## config.mk

```make
export PLATFORM = sky130hd
export DESIGN_NAME = motor_speed_ramp
export DESIGN_NICKNAME = d
export VERILOG_FILES = /design/src/rtl/msr_pkg.sv /design/src/rtl/msr_step.sv /design/src/rtl/motor_speed_ramp.sv
export SDC_FILE = /design/constraint.sdc
export NUM_CORES = 1
export LEC_CHECK = 0
export ABC_AREA = 1
export ABC_CLOCK_PERIOD_IN_PS = 10000
export BUFFER_PORTS_ARGS = -buffer_cell sky130_fd_sc_hd__buf_2
export CAP_MARGIN = 10
export CORE_MARGIN = 2
export CORE_UTILIZATION = 60
export DETAILED_ROUTE_END_ITERATION = 7
export MAX_ROUTING_LAYER = met4
export PLACE_DENSITY = 0.8
export SYNTH_ARGS = -nofsm -noshare
export SYNTH_HDL_FRONTEND = slang
export SYNTH_SLANG_ARGS = --single-unit
```

## constraint.sdc

```tcl
create_clock -name clk -period 10 [get_ports clk]
set_input_delay 0.5 -clock clk [delete_from_list [all_inputs] [get_ports clk]]
set_output_delay 0.5 -clock clk [all_outputs]
set_load 0.005 [all_outputs]
```

## src/rtl/msr_pkg.sv

```systemverilog
package msr_pkg;

  localparam int SPEED_W = 8;
  localparam int MAG_W   = 7;
  localparam int WIDE_W  = 10;

  localparam logic signed [WIDE_W-1:0] SPEED_MAX = 10'sd100;
  localparam logic signed [WIDE_W-1:0] SPEED_MIN = -10'sd100;

  localparam logic [MAG_W-1:0] ACCEL_STEP_RST = 7'd10;
  localparam logic [MAG_W-1:0] BRAKE_STEP_RST = 7'd20;
  localparam logic [MAG_W-1:0] MIN_SPEED_RST  = 7'd0;

  typedef enum logic [1:0] {
    KIND_SET_TARGET  = 2'd0,
    KIND_TICK        = 2'd1,
    KIND_STOP        = 2'd2,
    KIND_SET_CURRENT = 2'd3
  } kind_t;

  typedef enum logic [1:0] {
    REG_ACCEL_STEP = 2'd0,
    REG_BRAKE_STEP = 2'd1,
    REG_MIN_SPEED  = 2'd2,
    REG_INVERT     = 2'd3
  } reg_idx_t;

  typedef struct packed {
    logic [MAG_W-1:0] accel_step;
    logic [MAG_W-1:0] brake_step;
    logic [MAG_W-1:0] min_speed;
    logic             invert;
  } cfg_t;

  typedef struct packed {
    logic signed [SPEED_W-1:0] cur;
    logic signed [SPEED_W-1:0] tgt;
    logic                      changed;
  } step_res_t;

  function automatic logic signed [SPEED_W-1:0] sat_speed(input logic signed [WIDE_W-1:0] v);
    logic signed [WIDE_W-1:0] r;
    if (v < SPEED_MIN) r = SPEED_MIN;
    else if (v > SPEED_MAX) r = SPEED_MAX;
    else r = v;
    return r[SPEED_W-1:0];
  endfunction

endpackage

```

## src/rtl/msr_step.sv

```systemverilog
module msr_step
  import msr_pkg::*;
(
  input  cfg_t                      cfg,
  input  logic [1:0]                kind,
  input  logic signed [SPEED_W-1:0] speed,
  input  logic signed [SPEED_W-1:0] cur,
  input  logic signed [SPEED_W-1:0] tgt,
  output step_res_t                 res
);

  logic signed [WIDE_W-1:0] cur_w, tgt_w, spd_w, cur_mag, tgt_mag;
  logic signed [WIDE_W-1:0] step_w, min_w, nxt, nxt_mag;
  logic                     acc, opposite;
  logic signed [SPEED_W-1:0] tick_val;

  always_comb begin
    cur_w   = WIDE_W'(cur);
    tgt_w   = WIDE_W'(tgt);
    spd_w   = WIDE_W'(speed);
    cur_mag = (cur_w < 0) ? -cur_w : cur_w;
    tgt_mag = (tgt_w < 0) ? -tgt_w : tgt_w;
    min_w   = signed'({3'b000, cfg.min_speed});

    opposite = (cur_w < 0 && tgt_w > 0) || (cur_w > 0 && tgt_w < 0);
    acc      = (cur_w != tgt_w) && !opposite && (tgt_mag > cur_mag);
    step_w   = signed'({3'b000, acc ? cfg.accel_step : cfg.brake_step});

    nxt     = (tgt_w > cur_w) ? cur_w + step_w : cur_w - step_w;
    nxt_mag = (nxt < 0) ? -nxt : nxt;

    // priority: brake past zero, overshoot, minimum-speed floor, plain step
    if (!acc && step_w > cur_mag) begin
      tick_val = '0;
    end else if ((nxt > tgt_w && nxt > cur_w) || (nxt < tgt_w && nxt < cur_w)) begin
      tick_val = tgt;
    end else if (nxt_mag < min_w) begin
      if (acc) tick_val = sat_speed((nxt >= 0) ? min_w : -min_w);
      else tick_val = '0;
    end else begin
      tick_val = sat_speed(nxt);
    end

    res.cur     = cur;
    res.tgt     = tgt;
    res.changed = 1'b0;
    unique case (kind_t'(kind))
      KIND_SET_TARGET: begin
        res.tgt = sat_speed(cfg.invert ? -spd_w : spd_w);
      end
      KIND_TICK: begin
        if (cur_w != tgt_w) begin
          res.cur     = tick_val;
          res.changed = 1'b1;
        end
      end
      KIND_STOP: begin
        res.cur = '0;
      end
      KIND_SET_CURRENT: begin
        res.cur = sat_speed(spd_w);
      end
      default: begin
        res.cur = cur;
      end
    endcase
  end

endmodule

```

## src/rtl/motor_speed_ramp.sv

```systemverilog
// Speed ramp for one motor channel. Items enter on s_axis: tuser is the command
// kind (set target, tick, emergency stop, set current) and tdata the signed
// percent speed. Each item yields one result on m_axis with the current speed
// after it, a changed flag for ticks that moved, the direction and magnitude.
// The block takes one item per cycle unless m_axis back-pressure stalls it: an
// item is held in an input register, then the ramp step (compares and one add)
// updates the speed state and loads the result register in the same cycle. The
// result passes through the input register and the result register before it
// is valid on m_axis. The user must write configuration through the cfg port only
// while no item is in flight; the block does not enforce this. cfg is always ready.
module motor_speed_ramp
  import msr_pkg::*;
(
  input  logic        clk,
  input  logic        rst,
  input  logic        s_axis_tvalid,
  output logic        s_axis_tready,
  input  logic [7:0]  s_axis_tdata,   // [7:0] speed
  input  logic [1:0]  s_axis_tuser,   // [1:0] kind
  output logic        m_axis_tvalid,
  input  logic        m_axis_tready,
  output logic [23:0] m_axis_tdata,   // [7:0] current_speed, [8] changed, [9] forward,
                                      // [16:10] magnitude, [23:17] zero
  input  logic        cfg_valid,
  output logic        cfg_ready,
  input  logic [1:0]  cfg_index,
  input  logic [6:0]  cfg_data
);

  cfg_t                      cfg;
  logic                      in_valid;
  logic [1:0]                in_kind;
  logic signed [SPEED_W-1:0] in_speed;
  logic signed [SPEED_W-1:0] cur_speed, tgt_speed;
  logic                      advance;
  step_res_t                 res;
  logic signed [SPEED_W-1:0] out_speed;
  logic                      out_changed;
  logic [MAG_W-1:0]          out_mag;

  assign cfg_ready     = 1'b1;
  assign advance       = in_valid && (!m_axis_tvalid || m_axis_tready);
  assign s_axis_tready = !in_valid || advance;

  always_ff @(posedge clk) begin
    if (rst) begin
      cfg.accel_step <= ACCEL_STEP_RST;
      cfg.brake_step <= BRAKE_STEP_RST;
      cfg.min_speed  <= MIN_SPEED_RST;
      cfg.invert     <= 1'b0;
    end else if (cfg_valid) begin
      unique case (reg_idx_t'(cfg_index))
        REG_ACCEL_STEP: cfg.accel_step <= cfg_data;
        REG_BRAKE_STEP: cfg.brake_step <= cfg_data;
        REG_MIN_SPEED:  cfg.min_speed  <= cfg_data;
        REG_INVERT:     cfg.invert     <= cfg_data[0];
        default:        cfg.invert     <= cfg.invert;
      endcase
    end
  end

  // input register
  always_ff @(posedge clk) begin
    if (rst) begin
      in_valid <= 1'b0;
    end else if (s_axis_tready) begin
      in_valid <= s_axis_tvalid;
    end
  end

  always_ff @(posedge clk) begin
    if (s_axis_tvalid && s_axis_tready) begin
      in_kind  <= s_axis_tuser;
      in_speed <= s_axis_tdata;
    end
  end

  msr_step u_step (
    .cfg   (cfg),
    .kind  (in_kind),
    .speed (in_speed),
    .cur   (cur_speed),
    .tgt   (tgt_speed),
    .res   (res)
  );

  always_ff @(posedge clk) begin
    if (rst) begin
      cur_speed     <= '0;
      tgt_speed     <= '0;
      m_axis_tvalid <= 1'b0;
    end else begin
      if (advance) begin
        cur_speed <= res.cur;
        tgt_speed <= res.tgt;
      end
      if (advance) m_axis_tvalid <= 1'b1;
      else if (m_axis_tready) m_axis_tvalid <= 1'b0;
    end
  end

  // result register
  always_ff @(posedge clk) begin
    if (advance) begin
      out_speed   <= res.cur;
      out_changed <= res.changed;
      out_mag     <= res.cur[SPEED_W-1] ? MAG_W'(-res.cur) : res.cur[MAG_W-1:0];
    end
  end

  assign m_axis_tdata = {7'b0, out_mag, !out_speed[SPEED_W-1], out_changed, out_speed};

endmodule
```

* Word level (Yosys, flattened, before mapping)
Index checks and enable logic that the tools add are counted.
** Operators by class
- Reductions and logical operators :: 26
- Divide/modulo/power cells :: 0
- Bitwise gates (word level) :: 0
- Shifts and indexed selects :: 0
- Order comparisons :: 22
- Add/subtract/negate cells :: 8
- Equality and inequality tests :: 7
- Multiplexer cells :: 25
- Multiply operators :: 0
** Operator list (count)
- 2-to-1 mux 8 bit :: 13
- 2-to-1 mux 10 bit :: 6
- greater-than comparator 10 x 8 -> 1 bit (second input constant) :: 3
- less-than comparator 10 x 8 -> 1 bit :: 3
- less-than comparator 10 x 8 -> 1 bit (second input constant) :: 3
- negation 8 -> 10 bit :: 3
- case mux 8 bit (3 select lines) :: 1
- greater-than comparator 10 x 8 -> 1 bit :: 2
- greater-than comparator 8 x 1 -> 1 bit (second input constant) :: 2
- less-than comparator 8 x 1 -> 1 bit (second input constant) :: 2
- 2-to-1 mux 7 bit :: 2
- greater-or-equal comparator 10 x 1 -> 1 bit (second input constant) :: 1
- greater-than comparator 10 bit :: 1
- greater-than comparator 8 x 10 -> 1 bit :: 1
- less-than comparator 10 x 1 -> 1 bit (second input constant) :: 1
- negation 10 bit :: 1
- negation 7 -> 10 bit :: 1
- AND reduction 2 bit :: 5
- adder 8 x 8 -> 9 bit :: 1
- logical AND 1 bit :: 9
- subtractor 8 x 8 -> 9 bit :: 1
- equality test 2 bit (second input constant) :: 4
- greater-than comparator 8 bit :: 1
- greater-than comparator 8 bit (second input constant) :: 1
- other kinds (9) :: 20
** Word-level totals
- Output and inout bits :: 27
- RAM bits :: 0
- Register bits after elaboration :: 66
- Bits in latches :: 0
- Bits of input ports :: 24
- Memory bits (read-only) :: 0
- Memories :: 0
- Logic and storage cells :: 101

* Logic depth before layout (Yosys ltp)
Gate-level depths: netlist of the first run.
- Depth after elaboration :: 22
- Gate-level depth with buffers :: 61
- Gate-level depth less buffers :: 61

* Hierarchy
Synthesis of the first run repeated with hierarchy kept, for this count alone.
** Second synthesis, totals
- Cell total of the unflattened synthesis :: 901
- Area total of the unflattened synthesis :: 6023.3 um^2
** By module, submodules not included
- msr_step :: instances 1, cells each 650, area an instance 3590.9 um^2, seq. area each 0.0 um^2
- motor_speed_ramp :: instances 1, cells each 251, area an instance 2432.3 um^2, seq. area each 1551.5 um^2

* Least setup slack after synthesis of the first run
OpenSTA, ideal clock, no wires.
- Path kind :: reg2reg
- From :: register cur_speed[7]
- To :: register out_mag[6] (data pin)
- Data required time :: 9.751 ns
- Period minus slack after synthesis :: 7.460 ns
- Library setup time :: 0.249 ns
- Path buffers :: 2
- Cell stages (with the launch flop) :: 57
- Data arrival time :: 7.211 ns
- Path slack :: 2.540 ns
- Cells stage by stage :: dfxtp_1 buf_4 inv_1 nor4_1 inv_1 ha_1 nand2_1 nand3b_1 nor2_2 nand3_2 nand4_2 nand3_4 or2_2 o21a_1 inv_1 ha_1 inv_1 o21ai_0 (+21 left out) nand3_4 nand2_1 inv_2 a31oi_1 nand2_1 nand2_1 nand2_1 nand2_1 nand2_1 nand2_1 ha_1 nand4_1 nor2_1 nand2_1 nand2_1 nand2_1 nand2_1 inv_1
** On the way
- Longest elaborated chain between the ends :: 22
- Elaborated cells on any way between the ends :: 49
- Classes of those cells :: add/sub: 5; order compare: 16; eq/ne: 1; mux: 16; reduce/logical: 11
** Ends and longest elaborated chain
- start: declaration :: RTL line motor_speed_ramp.sv:34 : logic signed [SPEED_W-1:0] cur_speed, tgt_speed;
- start signal: assignment :: RTL line motor_speed_ramp.sv:94 : cur_speed <= res.cur;
- parallel branches: the longest is 19 deep, another holds negation 8 -> 10 bit
- case mux 8 bit (3 select lines) * :: RTL line msr_step.sv:47 : unique case (kind_t'(kind))
- negation 7 bit :: RTL line motor_speed_ramp.sv:107 : out_mag <= res.cur[SPEED_W-1] ? MAG_W'(-res.cur) : res.cur[MAG_W-1:0];
- 2-to-1 mux 7 bit * :: RTL line motor_speed_ramp.sv:107
- end signal: assignment :: RTL line motor_speed_ramp.sv:107
- end: declaration :: RTL line motor_speed_ramp.sv:39 : logic [MAG_W-1:0] out_mag;
Mark *: on every way between the ends.
A chain may end at the register's enable or synchronous reset.

* Worst setup path in the final report of the first run
Same ends and word-level chain as after synthesis.

==> results of run 1 <==
==> worst max-delay path: cells and delay by family (launching register included) <==
family | cells | cell delay (ps)
adders and majority gates | 5 | 1500
DFF | 1 | 630
buffers and inverters | 10 | 1050
AOI/OAI and AO/OA | 13 | 2130
and+or+nand+nor | 22 | 2890
xor gates and xnor gates | 2 | 470
==> cell usage after synthesis, drive strengths merged (2+ instances only) <==
master	instances	area (µm²)
o21bai	2	15.0
nand2	216	861
nor2	77	309
conb	2	7.51
a31oi	4	25.0
xor2	23	201
dfxtp	40	801
buf	13	101
nand4	13	103
a21oi	64	324
a221oi	2	17.5
or2	5	31.3
xnor2	4	35.0
ha	56	701
a211oi	3	22.5
nand3b	3	22.5
o31ai	2	15.0
a22oi	5	51.3
nor4	3	18.8
o211ai	8	60.1
nor3	15	75.1
clkbuf	10	37.5
inv	154	581
o221ai	2	17.5
nand3	56	343
o21ai	77	385
edfxtp	25	751
o21a	4	30.0
==> placed cells by master (no fill, tap or decap), types with 25 or more instances in the layout <==
| cell type | count |
|---|---|
| a21oi_1 | 63 |
| inv_1 | 141 |
| o21ai_0 | 74 |
| nor2_1 | 69 |
| nand3_1 | 48 |
| ha_1 | 56 |
| buf_2 | 42 |
| edfxtp_1 | 25 |
| nand2_1 | 200 |
| dfxtp_1 | 40 |
==> stage by stage <==
step / setup slack (ps) / power [µW]
final: 1050 / 2240
after global routing: 90.0 / 2480
after CTS: 1210 / 2190
after detailed placement: 1240 / 1970
after global placement: 1470 / 1940
after floorplan: 2540 / 1620
==> power groups by stage <==
stage                     registers (µW)  clock network [µW]  logic, µW
after floorplan                      324                   0       1300
after global placement               328                   0       1610
after detailed placement             328                   0       1640
after CTS                            323                 217       1650
after global routing                 325                 226       1930
final                                323                 219       1700
==> cell families after synthesis <==
family                   share of synthesized area
AO/OA/AOI/OAI                                0.166
XOR/XNOR                                    0.0392
adder cells (fa/ha/maj)                      0.119
buffers and inverters                        0.120
flip-flops                                   0.257
other                                      0.00124
AND/OR/NAND/NOR                              0.297
==> state kept, by name, indices dropped and copies added, names as in the netlist <==
| name | count |
|---|---|
| cfg | 22 |
| cur_speed | 8 |
| in_speed | 8 |
| out_speed | 8 |
| tgt_speed | 8 |
| out_mag | 6 |
| in_kind | 2 |
| in_valid | 1 |
| m_axis_tvalid | 1 |
| out_changed | 1 |
==> final cells by class <==
class	count	area, µm²
multi-input cells	665	3800
fillers	910	3270
flip-flops and latches	65	1550
inverters	155	584
repair buffers	43	218
well taps	133	166
clock buffers	10	138
clock inverters	6	41.3
==> metal layers <==
metal,vias up,routed length (µm),GRT usage
met5,-,0,-
met3,51,979,0.0439
met1,2718,6790,0.362
li1,3017,-,-
met2,229,7810,0.525
met4,0,695,0.152
==> final timing paths <==
path | from | to | slack [ps] | cells past startpoint
min reg2reg | cfg[21]$_SDFFE_PP0P_ | cfg[21]$_SDFFE_PP0P_ | 470 | 2
min | s_axis_tdata[6] | in_speed[6]$_DFFE_PP_ | 320 | 1
max reg2reg | cur_speed[7]$_SDFFE_PP0P_ | out_mag[6]$_DFFE_PP_ | 1050 | 52
max | cur_speed[7]$_SDFFE_PP0P_ | out_mag[6]$_DFFE_PP_ | 1050 | 52
==> flow_metrics.env, run 1 <==
export IMPL_pwr_density_cell_nw_per_um2=344
export IMPL_leakagePower_uw=0.00331
export IMPL_clkTransAtPathRegs_ps=90
export IMPL_track_usage=0.311
export IMPL_path_class="reg2reg"
export IMPL_wl_um=16300
export IMPL_grt_pass1_vias=5756
export IMPL_dp_hpwl_um=12600
export IMPL_fmax_mhz=112
export IMPL_drc=0
export IMPL_fin_util=0.665
export IMPL_drtIter0Drc=504
export IMPL_die_w_um=104
export IMPL_coreArea_um2=9770
export IMPL_slew_headroom=0.381
export IMPL_cts_made_buffers=9
export IMPL_h_tree_depth=3
export IMPL_dieHeight_um=104
export IMPL_required_ps=10120
export IMPL_p_comb_frac=0.758
export IMPL_arrival_ps=9080
export IMPL_swShare=0.560
export IMPL_synth_ff_latch_count=65
export IMPL_layout_min_cycle_time_ps=8950
export IMPL_tns_ps=0
export IMPL_drv_cap=0
export IMPL_vias_per_cell=5.58
export IMPL_rsz0062_at_grt="no"
export IMPL_cts_tree="done"
export IMPL_endpoint_kind="register"
export IMPL_clock_root_buffer="clkbuf_8"
export IMPL_fin_crit_sh=0.895
export IMPL_hold_viol=0
export IMPL_area_delta_synth_final_pct=7.65
export IMPL_postSynthAreaPerCell_um2=6.72
export IMPL_io_buffers=42
export IMPL_setup_viol=0
export IMPL_clockBufferDepth=2
export IMPL_internal_power_uw=986
export IMPL_grt_antenna_before_repair=0
export IMPL_grt_max_degree=25
export IMPL_finalNonFillerCells=1077
export IMPL_cts_setup_buffers=0
export IMPL_dieArea_um2=10900
export IMPL_synth_ff_type="dfxtp_1"
export IMPL_wire_per_inst_um=15.1
export IMPL_initial_core_util=0.618
export IMPL_status="finished clean"
export IMPL_synth_cell_types=52
export IMPL_peakVddDrop_uv=180
export IMPL_final_antenna_net_count=0
export IMPL_clock_latency_ps=360
export IMPL_slowest_delay_ps=630
export IMPL_grt_pass1_wl_um=26700
export IMPL_start_kind="register"
export IMPL_seq_power_share=0.144
export IMPL_synthArstFlopShare=0
export IMPL_p_sw_uw=1250
export IMPL_placed_cell_area_um2=6320
export IMPL_cp_common_cell="nand2_1"
export IMPL_ys_seq_area_frac=0.257
export IMPL_gr_total_overflow=0
export IMPL_io_pins=51
export IMPL_tightest_slew_ps=926
export IMPL_synth_area_um2=6040
export IMPL_fin_skew_ps=15.3
export IMPL_place_inst=1061
export IMPL_clkPwrFrac=0.098
export IMPL_timing_hold_ws_ps=316
export IMPL_synth_enable_flop_cells=25
export IMPL_cts_resized=0
export IMPL_drt_pass1_iter_count=8
export IMPL_synthCells=898
export IMPL_final_area_um2=6500
export IMPL_hold_path_class="in2reg"
export IMPL_crit_fanout=20
export IMPL_cp_slowest_cell="dfxtp_1"
export IMPL_gp_congestion=0.974
export IMPL_nNetsFinal=1020
export IMPL_yosysWarnings=0
export IMPL_drive_gt1_frac=0.118
export IMPL_n_antenna_cell=0
export IMPL_num_vias=6015
export IMPL_ctsHoldBuffers=0
export IMPL_maxSlewViolCount=0
export IMPL_placementRows=36
export IMPL_numClockSinks=65
Note: power is estimated with default switching activity, not from simulation.
==> run 2, diff against run 1 <==
Settings changed: BUFFER_PORTS_ARGS -buffer_cell sky130_fd_sc_hd__buf_2 to -buffer_cell sky130_fd_sc_hd__buf_4.
==> run 2 against run 1 <==
Effect of this change:
- sequential power about the same
- via count decreased by 1.8%
- wire length decreased by 1.4%
- largest power group unchanged
- highest routed layer unchanged
==> flow_metrics.env, run 2 (synthesis results as in run 1) <==
export IMPL_arrival_ps=9120
export IMPL_dieArea_um2=10900
export IMPL_h_tree_depth=3
export IMPL_hold_viol=0
export IMPL_drtIter0Drc=462
export IMPL_cts_resized=0
export IMPL_clock_latency_ps=380
export IMPL_grt_max_degree=25
export IMPL_grt_use_met3=0.0508
export IMPL_grt_antenna_before_repair=0
export IMPL_io_pins=51
export IMPL_peakVddDrop_uv=161
export IMPL_slowest_delay_ps=670
export IMPL_r2r_setup_slack_ps=1020
export IMPL_tightest_slew_ps=980
export IMPL_critPathTopFamily="simple AND/OR/NAND/NOR gates"
export IMPL_drive_gt1_frac=0.119
export IMPL_final_antenna_net_count=0
export IMPL_gr_total_overflow=0
export IMPL_die_w_um=104
export IMPL_ctsHoldBuffers=0
export IMPL_n_antenna_cell=0
export IMPL_status="finished clean"
export IMPL_setup_viol=0
export IMPL_crit_fanout=20
export IMPL_power_uw=2250
export IMPL_clockBufferDepth=2
export IMPL_timing_hold_ws_ps=302
export IMPL_grt_pass1_vias=5504
export IMPL_pwr_density_cell_nw_per_um2=339
export IMPL_wire_per_inst_um=14.9
export IMPL_top_register="cfg"
export IMPL_nNetsFinal=1019
export IMPL_gp_congestion=1.08
export IMPL_start_kind="register"
export IMPL_drt_pass1_iter_count=5
export IMPL_initial_core_util=0.618
export IMPL_maxSlewViolCount=0
export IMPL_cts_made_buffers=9
export IMPL_cp_slowest_cell="dfxtp_1"
export IMPL_placed_cell_area_um2=6420
export IMPL_placementRows=36
export IMPL_cp_buffers_inverters=10
export IMPL_coreArea_um2=9770
export IMPL_required_ps=10140
export IMPL_num_vias=5908
export IMPL_dieHeight_um=104
export IMPL_numClockSinks=65
export IMPL_hold_path_class="in2reg"
export IMPL_cts_setup_buffers=0
export IMPL_clkTransAtPathRegs_ps=80
export IMPL_final_common_cell="nand2_1"
export IMPL_grtUsageMet2=0.504
export IMPL_cts_tree="done"
export IMPL_clock_root_buffer="clkbuf_8"
export IMPL_grtUsageMet1=0.347
export IMPL_tns_ps=0
export IMPL_slew_headroom=0.344
export IMPL_layout_common_cells="nand2_1 (200), inv_1 (141), o21ai_0 (74), nor2_1 (69), a21oi_1 (63)"
export IMPL_track_usage=0.305
export IMPL_dp_hpwl_um=12600
export IMPL_area_delta_synth_final_pct=9.64
export IMPL_layout_min_cycle_time_ps=8980
export IMPL_busiest_layer="met2"
export IMPL_drc=0
export IMPL_rsz0062_at_grt="no"
export IMPL_io_buffers=42
export IMPL_leakagePower_uw=0.00335
export IMPL_drv_cap=0
export IMPL_cp_common_cell="nand2_1"
export IMPL_fin_crit_sh=0.898
export IMPL_path_class="reg2reg"
export IMPL_wl_um=16100
export IMPL_fmax_mhz=111
export IMPL_endpoint_kind="register"
export IMPL_fin_skew_ps=14.3
export IMPL_vias_per_cell=5.49
export IMPL_largest_reg_flops=22
export IMPL_final_area_um2=6620
export IMPL_grt_pass1_wl_um=25700
[run 2: cell types whose count changed in the layout (fill, tap and decap cells not counted), sizes merged]
cell    delta
clkbuf     -1
buf        -1
bufinv     +1
[run 2: final timing paths]
kind	to	cells past startpoint	startpoint
worst max-delay path	out_mag[6]$_DFFE_PP_	52	cur_speed[7]$_SDFFE_PP0P_
worst min-delay path	in_speed[7]$_DFFE_PP_	1	s_axis_tdata[7]
worst max register to register	out_mag[6]$_DFFE_PP_	52	cur_speed[7]$_SDFFE_PP0P_
worst min register to register	cfg[19]$_SDFFE_PP0P_	2	cfg[19]$_SDFFE_PP0P_
[run 2: worst reg2reg max path: cells and delay by family (launching register included)]
kind	cells	cell delay, ps
XOR/XNOR	2	420
AO/OA/AOI/OAI	13	2220
buffers and inverters	10	1050
adder cells (fa/ha/maj)	5	1460
flip-flops	1	670
AND/OR/NAND/NOR	22	2910
[run 2: per-layer routing]
layer  wire, µm  part of all wire
met2       7530              0.47
met3        844             0.053
met4        748             0.047
met5          0                 0
met1       6930              0.43
[run 2: area by class of cell]
cell class	count	area, µm²
clock buffers	9	124
multi-input cells	665	3800
fillers	925	3150
repair buffers	42	315
inverters	155	584
flip-flops and latches	65	1550
well taps	133	166
clock inverters	7	77.6
[run 2: report_power, final]
group          switching [µW]  total (µW)  leakage (µW)  internal, µW
combinational            1090        1680       0.00268           588
sequential               18.1         324      0.000568           306
clock                     122         240      0.000100           117
[run 2: stage by stage]
step	util	setup WS, ps	std cells
after floorplan	-	2540	908
final	0.677	1020	1076
after global placement	0.657	1430	1060
after detailed placement	0.657	1210	1060
after global routing	0.677	75.2	1076
after CTS	0.677	1140	1076
==> run 3, diff against run 2 <==
Settings changed: CORE_UTILIZATION 60 to 30, MAX_ROUTING_LAYER met4 to not set, PLACE_DENSITY 0.8 to not set, SKIP_LAST_GASP set to 1.
==> run 3 against run 2 <==
Effect of this change:
- via count is 2.8% lower
- critical path depth is 2 higher
- sequential share of layout area is 0.93 points lower
- highest routed layer unchanged
==> flow_metrics.env, run 3 (synthesis results as in run 1) <==
export IMPL_start_kind="register"
export IMPL_clockBufferDepth=2
export IMPL_slowest_delay_ps=620
export IMPL_dieArea_um2=21300
export IMPL_clock_latency_ps=340
export IMPL_drive_gt1_frac=0.120
export IMPL_fillers=2114
export IMPL_placementRows=51
export IMPL_fin_crit_sh=0.882
export IMPL_layout_common_cells="nand2_1 (200), inv_1 (141), o21ai_0 (74), nor2_1 (69), a21oi_1 (63)"
export IMPL_critPathTopFamily="simple AND/OR/NAND/NOR gates"
export IMPL_tightest_slew_ps=750
export IMPL_wire_per_inst_um=13.7
export IMPL_hold_path_class="in2reg"
export IMPL_cts_setup_buffers=0
export IMPL_dieHeight_um=146
export IMPL_top_register="cfg"
export IMPL_endpoint_kind="register"
export IMPL_layout_min_cycle_time_ps=8820
export IMPL_path_class="reg2reg"
export IMPL_gr_total_overflow=0
export IMPL_clkTransAtPathRegs_ps=60
export IMPL_track_usage=0.160
export IMPL_worstReg2RegEnd="out_mag[6]$_DFFE_PP_"
export IMPL_cts_resized=0
export IMPL_crit_fanout=20
export IMPL_dp_hpwl_um=13300
export IMPL_n_antenna_cell=0
export IMPL_io_buffers=42
export IMPL_hp_start="s_axis_tdata[6]"
export IMPL_slew_headroom=0.498
export IMPL_pwr_density_cell_nw_per_um2=337
export IMPL_cts_tree="done"
export IMPL_wl_um=16600
export IMPL_drtIter0Drc=411
export IMPL_grt_pass1_wl_um=27700
export IMPL_cp_num_cells=54
export IMPL_final_common_cell="nand2_1"
export IMPL_final_antenna_net_count=0
export IMPL_largest_reg_flops=22
export IMPL_cp_common_cell="nand2_1"
export IMPL_h_tree_depth=3
export IMPL_final_area_um2=6890
export IMPL_io_pins=51
export IMPL_arrival_ps=8920
export IMPL_leakagePower_uw=0.00340
export IMPL_maxSlewViolCount=0
export IMPL_vias_per_cell=4.75
export IMPL_crit_path_start="cur_speed[7]$_SDFFE_PP0P_"
export IMPL_area_delta_synth_final_pct=14.2
export IMPL_cp_slowest_cell="dfxtp_1"
export IMPL_ctsHoldBuffers=0
export IMPL_status="finished clean"
export IMPL_numClockSinks=65
export IMPL_tns_ps=0
export IMPL_peakVddDrop_uv=186
export IMPL_drc=0
export IMPL_grt_max_degree=25
export IMPL_required_ps=10110
export IMPL_gp_congestion=0.913
export IMPL_placed_cell_area_um2=6590
export IMPL_cp_buffers_inverters=10
export IMPL_r2r_setup_slack_ps=1180
export IMPL_grt_pass1_vias=5482
export IMPL_hold_viol=0
export IMPL_setup_viol=0
export IMPL_initial_core_util=0.308
export IMPL_drt_pass1_iter_count=5
export IMPL_num_vias=5745
export IMPL_clock_root_buffer="clkbuf_16"
export IMPL_coreArea_um2=19600
export IMPL_cts_made_buffers=9
export IMPL_r2r_start="cur_speed[7]$_SDFFE_PP0P_"
export IMPL_fmax_mhz=113
export IMPL_fin_skew_ps=8.08
export IMPL_cp_endpoint="out_mag[6]$_DFFE_PP_"
export IMPL_grt_antenna_before_repair=0
export IMPL_rsz0062_at_grt="no"
export IMPL_nNetsFinal=1020
export IMPL_die_w_um=146
export IMPL_drv_cap=0
export IMPL_r2r_cells=54
[run 3: changes by cell type in the layout (fill, tap and decap cells not counted), sizes merged]
cell  before  now
buf       42   43
[run 3: metrics by stage]
stage | total power (µW) | instances | hold WS (ps) | worst slack, ps | utilization
after global placement | 1960 | 1193 | 452 | 1400 | 0.336
after CTS | 2320 | 1209 | 331 | 1150 | 0.352
after global routing | 2580 | 1209 | 329 | 130 | 0.352
final | 2320 | 1209 | 337 | 1180 | 0.352
after detailed placement | 1980 | 1193 | 457 | 1200 | 0.336
after floorplan | 1620 | 908 | 421 | 2540 | -
[run 3: worst min-delay path by stage]
| stage | endpoint | slack (ps) | cells after the start |
|---|---|---|---|
| CTS | in_speed[6]$_DFFE_PP_ | 330 | 1 |
| global placement | cfg[20]$_SDFFE_PP0P_ | 450 | 2 |
| floorplan | cfg[16]$_SDFFE_PP1P_ | 420 | 2 |
| detailed placement | cfg[10]$_SDFFE_PP1P_ | 460 | 2 |
| finish | in_speed[6]$_DFFE_PP_ | 340 | 1 |
| global route | in_speed[1]$_DFFE_PP_ | 330 | 1 |
[run 3: worst reg2reg max path: cells and delay by family, from the launching register on]
family / cells / cell delay, ps
XOR/XNOR: 2 / 460
buffers and inverters: 10 / 1030
AND/OR/NAND/NOR: 26 / 3230
flip-flops: 1 / 620
AO/OA/AOI/OAI: 11 / 1660
adder cells (fa/ha/maj): 5 / 1560
[run 3: final cells by class]
cell class,count,area [µm²],share of cell area
clock buffer,9,225,0.0327
tap,265,332,0.0481
multi-input combinational,665,3800,0.551
inverter,155,584,0.0848
clock inverter,7,77.6,0.0113
timing repair buffer,43,323,0.0468
sequential,65,1550,0.225
[run 3: layer usage]
metal | track usage | wire [µm] | vias to the layer above | share of wire
met4 | 0.0613 | 439 | 0 | 0.026
li1 | - | - | 3010 | -
met5 | 0 | 0 | - | 0
met3 | 0.0179 | 646 | 29 | 0.039
met1 | 0.216 | 7740 | 2582 | 0.47
met2 | 0.261 | 7740 | 124 | 0.47
[run 3: report_power, final]
| part | switching, µW | internal (µW) | total [µW] | leakage, µW |
|---|---|---|---|---|
| clock network | 135 | 195 | 331 | 0.000146 |
| registers | 19.2 | 306 | 325 | 0.000568 |
| logic | 1080 | 589 | 1660 | 0.00269 |
